**src/rtl/core/itpc_pkg.sv**
```systemverilog
// ----------------------------------------------------------------------------
// itpc_pkg
// Shared types, codes and character tables of the infix to postfix converter.
// ----------------------------------------------------------------------------
`default_nettype none

package itpc_pkg;

  // Operator codes held on the stack
  localparam logic [2:0] CODE_OPEN = 3'd0;
  localparam logic [2:0] CODE_ADD  = 3'd1;
  localparam logic [2:0] CODE_SUB  = 3'd2;
  localparam logic [2:0] CODE_MUL  = 3'd3;
  localparam logic [2:0] CODE_DIV  = 3'd4;
  localparam logic [2:0] CODE_MOD  = 3'd5;
  localparam logic [2:0] CODE_POW  = 3'd6;
  localparam logic [2:0] CODE_NONE = 3'd7;

  // Characters
  localparam logic [7:0] CH_NUL   = 8'h00;
  localparam logic [7:0] CH_OPEN  = 8'h28;
  localparam logic [7:0] CH_CLOSE = 8'h29;
  localparam logic [7:0] CH_ADD   = 8'h2B;
  localparam logic [7:0] CH_SUB   = 8'h2D;
  localparam logic [7:0] CH_MUL   = 8'h2A;
  localparam logic [7:0] CH_DIV   = 8'h2F;
  localparam logic [7:0] CH_MOD   = 8'h25;
  localparam logic [7:0] CH_POW   = 8'h5E;

  // Result status codes
  localparam logic [1:0] ST_OK       = 2'd0;
  localparam logic [1:0] ST_OVERFLOW = 2'd1;
  localparam logic [1:0] ST_UNMATCH  = 2'd2;
  localparam logic [1:0] ST_INVALID  = 2'd3;

  typedef enum logic [2:0] {
    CLS_END,
    CLS_ALNUM,
    CLS_OPEN,
    CLS_CLOSE,
    CLS_OP,
    CLS_BAD
  } cls_t;

  typedef enum logic [1:0] {
    OSEL_SYM,
    OSEL_PEND,
    OSEL_ZERO
  } osel_t;

  typedef enum logic [2:0] {
    S_IDLE,
    S_CLASS,
    S_ONE,
    S_RD,
    S_CHK,
    S_FLUSH,
    S_FIN
  } state_t;

  typedef struct packed {
    logic       load_sym;
    logic       rd;
    logic       pop;
    logic       push;
    logic       open_inc;
    logic       open_dec;
    logic       open_clr;
    logic       pend_load;
    logic       pend_clr;
    logic       out_load;
    osel_t      out_sel;
    logic [1:0] out_status;
    logic       out_last;
  } cmd_t;

  typedef struct packed {
    cls_t cls;
    logic count_zero;
    logic count_one;
    logic count_full;
    logic open_zero;
    logic top_open;
    logic top_pops;
    logic pend_valid;
    logic out_free;
  } stat_t;

  function automatic logic [2:0] sym_code(input logic [7:0] c);
    logic [2:0] r;
    unique case (c)
      CH_OPEN: r = CODE_OPEN;
      CH_ADD:  r = CODE_ADD;
      CH_SUB:  r = CODE_SUB;
      CH_MUL:  r = CODE_MUL;
      CH_DIV:  r = CODE_DIV;
      CH_MOD:  r = CODE_MOD;
      CH_POW:  r = CODE_POW;
      default: r = CODE_NONE;
    endcase
    return r;
  endfunction

  function automatic logic [7:0] code_char(input logic [2:0] code);
    logic [7:0] r;
    unique case (code)
      CODE_OPEN: r = CH_OPEN;
      CODE_ADD:  r = CH_ADD;
      CODE_SUB:  r = CH_SUB;
      CODE_MUL:  r = CH_MUL;
      CODE_DIV:  r = CH_DIV;
      CODE_MOD:  r = CH_MOD;
      CODE_POW:  r = CH_POW;
      default:   r = CH_NUL;
    endcase
    return r;
  endfunction

  function automatic logic [2:0] code_prec(input logic [2:0] code);
    logic [2:0] r;
    unique case (code)
      CODE_OPEN:                     r = 3'd1;
      CODE_ADD, CODE_SUB:            r = 3'd2;
      CODE_MUL, CODE_DIV, CODE_MOD:  r = 3'd3;
      CODE_POW:                      r = 3'd4;
      default:                       r = 3'd0;
    endcase
    return r;
  endfunction

  // Stacked operator must leave before the incoming one is pushed
  function automatic logic pops_before(input logic [2:0] top, input logic [2:0] incoming);
    logic [2:0] pt;
    logic [2:0] pi;
    pt = code_prec(top);
    pi = code_prec(incoming);
    if (top == CODE_OPEN) return 1'b0;
    if (pt > pi) return 1'b1;
    return (pt == pi) && (incoming != CODE_POW);
  endfunction

  function automatic cls_t classify(input logic [7:0] c);
    cls_t r;
    if (c == CH_NUL) r = CLS_END;
    else if ((c >= 8'h30 && c <= 8'h39) || (c >= 8'h41 && c <= 8'h5A) ||
             (c >= 8'h61 && c <= 8'h7A)) r = CLS_ALNUM;
    else if (c == CH_OPEN) r = CLS_OPEN;
    else if (c == CH_CLOSE) r = CLS_CLOSE;
    else if (sym_code(c) != CODE_NONE) r = CLS_OP;
    else r = CLS_BAD;
    return r;
  endfunction

endpackage

`default_nettype wire

```
**src/rtl/core/infix_to_postfix_converter_unit.sv**
```systemverilog
// A letter, digit, invalid symbol or overflowed '(' gives one word; a stacked '(' gives
// none. An operator or ')' pops, one by one, each stacked operator that must leave;
// ')' then drops its '('. The end symbol pops every stacked entry, then gives the
// terminator word. Output stalls hold the unit back. One symbol is taken at a time.
// Synchronous reset empties the stack and drops any held output word; stack memory
// contents are not cleared.
// ----------------------------------------------------------------------------
// infix_to_postfix_converter_unit
// Shunting-yard infix to postfix converter with operator stack and status words.
// ----------------------------------------------------------------------------
`default_nettype none

module infix_to_postfix_converter_unit #(
  parameter int STACK_DEPTH = 32
) (
  input  wire        clk,
  input  wire        rst,
  input  wire        in_valid,
  output logic       in_ready,
  input  wire  [7:0] symbol,
  output logic       out_valid,
  input  wire        out_ready,
  output logic [7:0] out_char,
  output logic [1:0] status,
  output logic       last
);

  itpc_pkg::cmd_t  cmd;
  itpc_pkg::stat_t stat;

  itpc_ctrl u_ctrl (
    .clk      (clk),
    .rst      (rst),
    .in_valid (in_valid),
    .in_ready (in_ready),
    .stat     (stat),
    .cmd      (cmd)
  );

  itpc_dp #(
    .STACK_DEPTH (STACK_DEPTH)
  ) u_dp (
    .clk       (clk),
    .rst       (rst),
    .symbol    (symbol),
    .cmd       (cmd),
    .stat      (stat),
    .out_valid (out_valid),
    .out_ready (out_ready),
    .out_char  (out_char),
    .status    (status),
    .last      (last)
  );

endmodule

`default_nettype wire

```
**src/rtl/core/itpc_dp.sv**
```systemverilog
// ----------------------------------------------------------------------------
// itpc_dp
// Datapath: symbol register, operator stack memory, counters, pending word
// and output word register.
// ----------------------------------------------------------------------------
`default_nettype none

module itpc_dp #(
  parameter int STACK_DEPTH = 32
) (
  input  wire                 clk,
  input  wire                 rst,
  input  wire  [7:0]          symbol,
  input  itpc_pkg::cmd_t      cmd,
  output itpc_pkg::stat_t     stat,
  output logic                out_valid,
  input  wire                 out_ready,
  output logic [7:0]          out_char,
  output logic [1:0]          status,
  output logic                last
);

  localparam int AW = (STACK_DEPTH > 1) ? $clog2(STACK_DEPTH) : 1;
  localparam int CW = $clog2(STACK_DEPTH + 1);

  logic [2:0]    stack_mem [STACK_DEPTH];
  logic [7:0]    sym;
  logic [CW-1:0] count;
  logic [CW-1:0] open_count;
  logic [2:0]    rd_code;
  logic [7:0]    pend_char;
  logic          pend_valid;
  logic [CW-1:0] count_dec;
  logic [2:0]    sym_cd;

  assign count_dec = count - CW'(1);
  assign sym_cd    = itpc_pkg::sym_code(sym);

  always_ff @(posedge clk) begin
    if (cmd.push) begin
      stack_mem[count[AW-1:0]] <= sym_cd;
    end
    if (cmd.rd) begin
      rd_code <= stack_mem[count_dec[AW-1:0]];
    end
    if (cmd.load_sym) begin
      sym <= symbol;
    end
    if (cmd.pend_load) begin
      pend_char <= itpc_pkg::code_char(rd_code);
    end
  end

  always_ff @(posedge clk) begin
    if (rst) begin
      count      <= '0;
      open_count <= '0;
      pend_valid <= 1'b0;
    end else begin
      if (cmd.push) count <= count + CW'(1);
      else if (cmd.pop) count <= count_dec;
      if (cmd.open_clr) open_count <= '0;
      else if (cmd.open_inc) open_count <= open_count + CW'(1);
      else if (cmd.open_dec) open_count <= open_count - CW'(1);
      if (cmd.pend_clr) pend_valid <= 1'b0;
      else if (cmd.pend_load) pend_valid <= 1'b1;
    end
  end

  // Output word register
  always_ff @(posedge clk) begin
    if (rst) begin
      out_valid <= 1'b0;
    end else if (cmd.out_load) begin
      out_valid <= 1'b1;
    end else if (out_ready) begin
      out_valid <= 1'b0;
    end
  end

  always_ff @(posedge clk) begin
    if (cmd.out_load) begin
      unique case (cmd.out_sel)
        itpc_pkg::OSEL_SYM:  out_char <= sym;
        itpc_pkg::OSEL_PEND: out_char <= pend_char;
        itpc_pkg::OSEL_ZERO: out_char <= itpc_pkg::CH_NUL;
        default:             out_char <= itpc_pkg::CH_NUL;
      endcase
      status <= cmd.out_status;
      last   <= cmd.out_last;
    end
  end

  always_comb begin
    stat.cls        = itpc_pkg::classify(sym);
    stat.count_zero = (count == '0);
    stat.count_one  = (count == CW'(1));
    stat.count_full = (count == CW'(STACK_DEPTH));
    stat.open_zero  = (open_count == '0);
    stat.top_open   = (rd_code == itpc_pkg::CODE_OPEN);
    stat.top_pops   = itpc_pkg::pops_before(rd_code, sym_cd);
    stat.pend_valid = pend_valid;
    stat.out_free   = !out_valid || out_ready;
  end

endmodule

`default_nettype wire

```
**src/rtl/core/itpc_ctrl.sv**
```systemverilog
// ----------------------------------------------------------------------------
// itpc_ctrl
// Controller: sequences classification, stack pops, pushes and word output.
// ----------------------------------------------------------------------------
`default_nettype none

module itpc_ctrl (
  input  wire                 clk,
  input  wire                 rst,
  input  wire                 in_valid,
  output logic                in_ready,
  input  itpc_pkg::stat_t     stat,
  output itpc_pkg::cmd_t      cmd
);

  itpc_pkg::state_t state;
  itpc_pkg::state_t state_next;

  logic is_end;
  logic is_close;
  logic is_op;
  logic do_pop;
  logic need_pend;

  assign is_end    = (stat.cls == itpc_pkg::CLS_END);
  assign is_close  = (stat.cls == itpc_pkg::CLS_CLOSE);
  assign is_op     = (stat.cls == itpc_pkg::CLS_OP);
  assign do_pop    = is_end || (is_close && !stat.top_open) || (is_op && stat.top_pops);
  assign need_pend = do_pop && !(is_end && stat.top_open);

  always_ff @(posedge clk) begin
    if (rst) begin
      state <= itpc_pkg::S_IDLE;
    end else begin
      state <= state_next;
    end
  end

  // Next state
  always_comb begin
    state_next = state;
    unique case (state)
      itpc_pkg::S_IDLE: begin
        if (in_valid) state_next = itpc_pkg::S_CLASS;
      end
      itpc_pkg::S_CLASS: begin
        unique case (stat.cls)
          itpc_pkg::CLS_END,
          itpc_pkg::CLS_OP:    state_next = stat.count_zero ? itpc_pkg::S_FIN : itpc_pkg::S_RD;
          itpc_pkg::CLS_OPEN:  state_next = stat.count_full ? itpc_pkg::S_ONE : itpc_pkg::S_IDLE;
          itpc_pkg::CLS_CLOSE: state_next = stat.open_zero ? itpc_pkg::S_ONE : itpc_pkg::S_RD;
          default:             state_next = itpc_pkg::S_ONE;
        endcase
      end
      itpc_pkg::S_ONE: begin
        if (stat.out_free) state_next = itpc_pkg::S_IDLE;
      end
      itpc_pkg::S_RD: begin
        state_next = itpc_pkg::S_CHK;
      end
      itpc_pkg::S_CHK: begin
        priority if (need_pend && stat.pend_valid) state_next = itpc_pkg::S_FLUSH;
        else if (do_pop) state_next = stat.count_one ? itpc_pkg::S_FIN : itpc_pkg::S_RD;
        else state_next = itpc_pkg::S_FIN;
      end
      itpc_pkg::S_FLUSH: begin
        if (stat.out_free) state_next = itpc_pkg::S_CHK;
      end
      itpc_pkg::S_FIN: begin
        priority if (is_end) begin
          if (!stat.pend_valid && stat.out_free) state_next = itpc_pkg::S_IDLE;
        end else if (is_close || is_op) begin
          if (!stat.pend_valid && !(is_op && stat.count_full)) state_next = itpc_pkg::S_IDLE;
          else if (stat.out_free) state_next = itpc_pkg::S_IDLE;
        end else begin
          state_next = itpc_pkg::S_IDLE;
        end
      end
      default: state_next = itpc_pkg::S_IDLE;
    endcase
  end

  // Outputs
  always_comb begin
    cmd            = '0;
    cmd.out_sel    = itpc_pkg::OSEL_SYM;
    cmd.out_status = itpc_pkg::ST_OK;
    in_ready       = 1'b0;
    unique case (state)
      itpc_pkg::S_IDLE: begin
        in_ready     = 1'b1;
        cmd.load_sym = in_valid;
      end
      itpc_pkg::S_CLASS: begin
        if (stat.cls == itpc_pkg::CLS_OPEN && !stat.count_full) begin
          cmd.push     = 1'b1;
          cmd.open_inc = 1'b1;
        end
      end
      itpc_pkg::S_ONE: begin
        cmd.out_load = stat.out_free;
        cmd.out_sel  = itpc_pkg::OSEL_SYM;
        cmd.out_last = 1'b1;
        unique case (stat.cls)
          itpc_pkg::CLS_OPEN:  cmd.out_status = itpc_pkg::ST_OVERFLOW;
          itpc_pkg::CLS_CLOSE: cmd.out_status = itpc_pkg::ST_UNMATCH;
          itpc_pkg::CLS_BAD:   cmd.out_status = itpc_pkg::ST_INVALID;
          default:             cmd.out_status = itpc_pkg::ST_OK;
        endcase
      end
      itpc_pkg::S_RD: begin
        cmd.rd = 1'b1;
      end
      itpc_pkg::S_CHK: begin
        if (do_pop && !(need_pend && stat.pend_valid)) begin
          cmd.pop       = 1'b1;
          cmd.pend_load = need_pend;
        end
      end
      itpc_pkg::S_FLUSH: begin
        cmd.out_load = stat.out_free;
        cmd.out_sel  = itpc_pkg::OSEL_PEND;
        cmd.pend_clr = stat.out_free;
      end
      itpc_pkg::S_FIN: begin
        priority if (is_end) begin
          // drained: flush the held word, then the terminator
          cmd.out_load = stat.out_free;
          if (stat.pend_valid) begin
            cmd.out_sel  = itpc_pkg::OSEL_PEND;
            cmd.pend_clr = stat.out_free;
          end else begin
            cmd.out_sel  = itpc_pkg::OSEL_ZERO;
            cmd.out_last = 1'b1;
            cmd.open_clr = stat.out_free;
          end
        end else if (is_close) begin
          // top holds the matching open paren
          if (!stat.pend_valid) begin
            cmd.pop      = 1'b1;
            cmd.open_dec = 1'b1;
          end else if (stat.out_free) begin
            cmd.out_load = 1'b1;
            cmd.out_sel  = itpc_pkg::OSEL_PEND;
            cmd.out_last = 1'b1;
            cmd.pend_clr = 1'b1;
            cmd.pop      = 1'b1;
            cmd.open_dec = 1'b1;
          end
        end else if (is_op) begin
          if (stat.pend_valid) begin
            if (stat.out_free) begin
              cmd.out_load = 1'b1;
              cmd.out_sel  = itpc_pkg::OSEL_PEND;
              cmd.out_last = 1'b1;
              cmd.pend_clr = 1'b1;
              cmd.push     = 1'b1;
            end
          end else if (stat.count_full) begin
            cmd.out_load   = stat.out_free;
            cmd.out_sel    = itpc_pkg::OSEL_SYM;
            cmd.out_status = itpc_pkg::ST_OVERFLOW;
            cmd.out_last   = 1'b1;
          end else begin
            cmd.push = 1'b1;
          end
        end else begin
          cmd.out_load = 1'b0;
        end
      end
      default: begin
        cmd.out_load = 1'b0;
      end
    endcase
  end

endmodule

`default_nettype wire

```
**config.mk**
```make
export PLATFORM = sky130hd
export DESIGN_NAME = infix_to_postfix_converter_unit
export DESIGN_NICKNAME = d
export VERILOG_FILES = /design/src/rtl/core/itpc_pkg.sv /design/src/rtl/core/infix_to_postfix_converter_unit.sv /design/src/rtl/core/itpc_dp.sv /design/src/rtl/core/itpc_ctrl.sv
export SDC_FILE = /design/constraint.sdc
export NUM_CORES = 1
export LEC_CHECK = 0
export ABC_AREA = 1
export BUFFER_PORTS_ARGS = -buffer_cell sky130_fd_sc_hd__buf_2
export CAP_MARGIN = 5
export CORE_MARGIN = 5
export CORE_UTILIZATION = 62
export CTS_CLUSTER_SIZE = 10
export DETAILED_ROUTE_END_ITERATION = 8
export MAX_ROUTING_LAYER = met4
export PLACE_DENSITY = 0.89
export SYNTH_ARGS = -nofsm -noshare
export SYNTH_HDL_FRONTEND = slang
export SYNTH_SLANG_ARGS = --single-unit
```
**constraint.sdc**
```tcl
create_clock -name clk -period 3.8 [get_ports clk]
set_input_delay 0.19 -clock clk [delete_from_list [all_inputs] [get_ports clk]]
set_output_delay 0.19 -clock clk [all_outputs]
set_load 0.005 [all_outputs]
```
==> flow_summary.ini <==
[synthesis]
syn_inst = 705
yosys.area.top_type = edfxtp_1
synth_nets = 729
synth_area_leaders = edfxtp_1 (53%), nor2_1 (7.6%), nand2_1 (6.0%), dfxtp_1 (4.9%), o21ai_0 (3.7%)
synth_common_cells = nor2_1 (141), edfxtp_1 (124), nand2_1 (111), o21ai_0 (51), inv_1 (48)
synth_top_area_share = 0.534
syn_area_um2 = 6970
ys_seq_area_frac = 0.583
synth_edf_count = 124
syn_area_per_cell_um2 = 9.88
ys_ff_latch = 141
post-synth-top-count-cell = nor2_1
synth_cell_type_count = 47
ys_warn_count = 0
async_reset_ff_frac = 0
ys.flop_type = edfxtp_1

[final_layout]
multi_input_area_um2 = 2570
area_delta_synth_final_pct = 12.7
fin_nets = 765
instances_no_fill = 894
nFillCells = 728
post-route-cell-area_um2 = 7850
seqCellArea_um2 = 4060
drive_gt1_frac = 0.146
antenna_cells = 0

[worst_setup_path]
crit_required_ns = 3.89
worstReg2RegStart = u_dp.sym[0]
worstPathArrival_ns = 3.19
path_cells = inv_1, nand2_1, nor3_1, nand2_1, nand3_4, nor2_1, inv_1, nand4_1, o21ai_0, ha_1, nand3_1, nor2_1, nor2_1, nand2_2, nand2_4, nand3_2, nor2_2
worstSetupStartpointType = register
cp_max_fo = 7
r2r_slack_ns = 0.70
cp_common_cell = nor2_1
reg2reg_depth = 17
endpoint_kind = register
critPathMaxStageDelay_ns = 0.50
slowest_stage = edfxtp_1
reg2reg_to = u_dp.pend_char[2]
path_class = register to register

[floorplan]
io_pins = 25
start_util = 0.637
die_y_um = 116
core_um2 = 10900
dieArea_um2 = 13500
dieWidth_um = 116
rows = 38

[clock_network]
insertion_delay_ns = 0.42
root_buffer = clkbuf_16
clkTransAtPathRegs_ns = 0.06
cts_buffer_depth = 2
clock-sinks = 141
cts_made_buffers = 17
cts_setup_buffers = 0
htree_levels = 4
tritoncts = built

[sta]
grt_setup_unrepaired = false
hold_violations = 0
worst_pin_slew_ns = 1.15
fmax_ghz = 0.323
maxSlewHeadroom = 0.235
setup_violations = 0
setup-tns-final_ns = 0
period_needed_ns = 3.10
finalCritPeriodShare = 0.816
slew_violations = 0
finalClockSkew_ns = 0.00994

[hold_path]
hold_end = u_dp.count[4]
hold_start = rst
min_path_cells = 2
hold_class = primary input to register

[power]
power_switching_w = 0.000796
pwr_density_cell_nw_per_um2 = 442
seqPwrFrac = 0.497
power.leakage_nw = 2.72
clock_power_share = 0.455
p_sw_frac = 0.229
comb_power_share = 0.048
cell_internal_pwr_w = 0.00267
peakVddDrop_mv = 0.582

[global_route]
gr-total-overflow = 0
grt_pass1_vias = 5296
grt_first_pass_wirelength_um = 26200
grt_max_degree = 53
antenna_found_initial = 0
grtUsageTotal = 0.261

[outcome]
status = complete, no violations

[job]
drv_cap = 0

[placed_design]
place_inst = 854
post_dp_cell_area_um2 = 7200
finalWeightedCongestion = 0.943
dp_hpwl_um = 10400
port_buffers = 24

[route]
viasPerCell = 6.10
drc = 0
firstDrtPassIters = 5
num_vias = 5454
first_iter_violations = 776
ant_nets = 0
avgRoutedWirePerCell_um = 18.0
routed_wl_um = 16100
## sequential cells by signal (all words and copies together), names as in the netlist, 3 cells and up
name             count
u_dp.pend_char       6
u_ctrl.state         3
u_dp.sym             8
u_dp.rd_code         3
u_dp.open_count      6
u_dp.count           6
u_dp.out_char        8
u_dp.stack_mem      96
## per-layer routing
metal,vias to the layer above,share of wire,GRT usage
li1,2519,-,-
met1,2590,0.39,0.305
met2,288,0.50,0.430
met3,57,0.078,0.0663
met4,0,0.033,0.111
met5,-,0,-
## what timing repair did
action                    in CTS  in global routing
hold endpoints to repair       8                  0
hold buffers                   8                  0
gates resized for setup        0                  0
## power by group through the flow
stage / combinational [W] / sequential (W) / clock [W]
floorplan: 0.000100 / 0.00175 / 0
global placement: 0.000148 / 0.00176 / 0
detailed placement: 0.000153 / 0.00176 / 0
CTS: 0.000162 / 0.00172 / 0.00158
finish: 0.000166 / 0.00172 / 0.00158
global route: 0.000184 / 0.00173 / 0.00165
## critical path, delay by kind of cell, from the launching register on
kind / cells / cell delay (ns)
adders and majority gates: 1 / 0.26
DFF: 1 / 0.50
and+or+nand+nor: 13 / 1.58
AOI/OAI and AO/OA: 1 / 0.19
buffers and inverters: 2 / 0.25
## cells in the final DEF (no fill, tap or decap), types with 4 or more instances in the layout
cell type      synthesis  final
nor2_1               141    141
edfxtp_1             124    124
nand2_1              111    111
o21ai_0               51     51
inv_1                 48     48
nand3_1               28     28
buf_2                  5     24
o32ai_1               18     18
a21oi_1               17     17
clkbuf_16              0     17
dfxtp_1               17     17
inv_2                 11     11
ha_1                  11     11
nand2_2               10     10
o211ai_1               9      9
nor3_1                 8      8
dlygate4sd3_1          0      8
nor2_2                 6      6
o21ai_1                6      6
nand4_1                6      6
xor2_1                 6      6
mux2i_1                6      6
o221ai_1               6      6
buf_4                  1      6
nor2_4                 5      5
xnor2_1                5      5
clkinvlp_4             0      4
## worst max-delay path by stage
stage,startpoint,depth (start not counted),endpoint
floorplan,u_dp.sym[6],17,u_dp.pend_char[0]
detailed placement,u_dp.sym[2],17,u_dp.pend_char[2]
global placement,u_dp.sym[2],17,u_dp.pend_char[5]
CTS,u_dp.sym[2],17,u_dp.pend_char[2]
finish,u_dp.sym[0],17,u_dp.pend_char[2]
global route,u_dp.sym[2],19,u_dp.pend_valid
## area by class of cell
cell class | count | share of cell area
clock buffers | 18 | 0.0547
repair buffers | 38 | 0.0312
inverters | 61 | 0.0292
clock inverters | 14 | 0.0174
multi-input cells | 482 | 0.327
well taps | 140 | 0.0223
flip-flops and latches | 141 | 0.518
## cells by family after synthesis
kind of cell	count (synthesis)	synth area share
AND/OR/NAND/NOR	328	0.210
flip-flops	141	0.583
AO/OA/AOI/OAI	125	0.114
buffers and inverters	82	0.0478
adder cells (fa/ha/maj)	12	0.0226
XOR/XNOR	11	0.0138
multiplexers	6	0.00862
## per-stage QoR
stage          power [W]  setup slack (ns)  hold WS, ns  utilization
6_report         0.00347             0.701       0.0714        0.718
5_1_grt          0.00356             0.391       0.0685        0.718
4_1_cts          0.00346             0.716       0.0575        0.718
3_5_place_dp     0.00191             0.761        0.369        0.659
3_3_place_gp     0.00190             0.840        0.367        0.659
2_1_floorplan    0.00185             0.455        0.289            -
(Power assumes the default switching activity.)
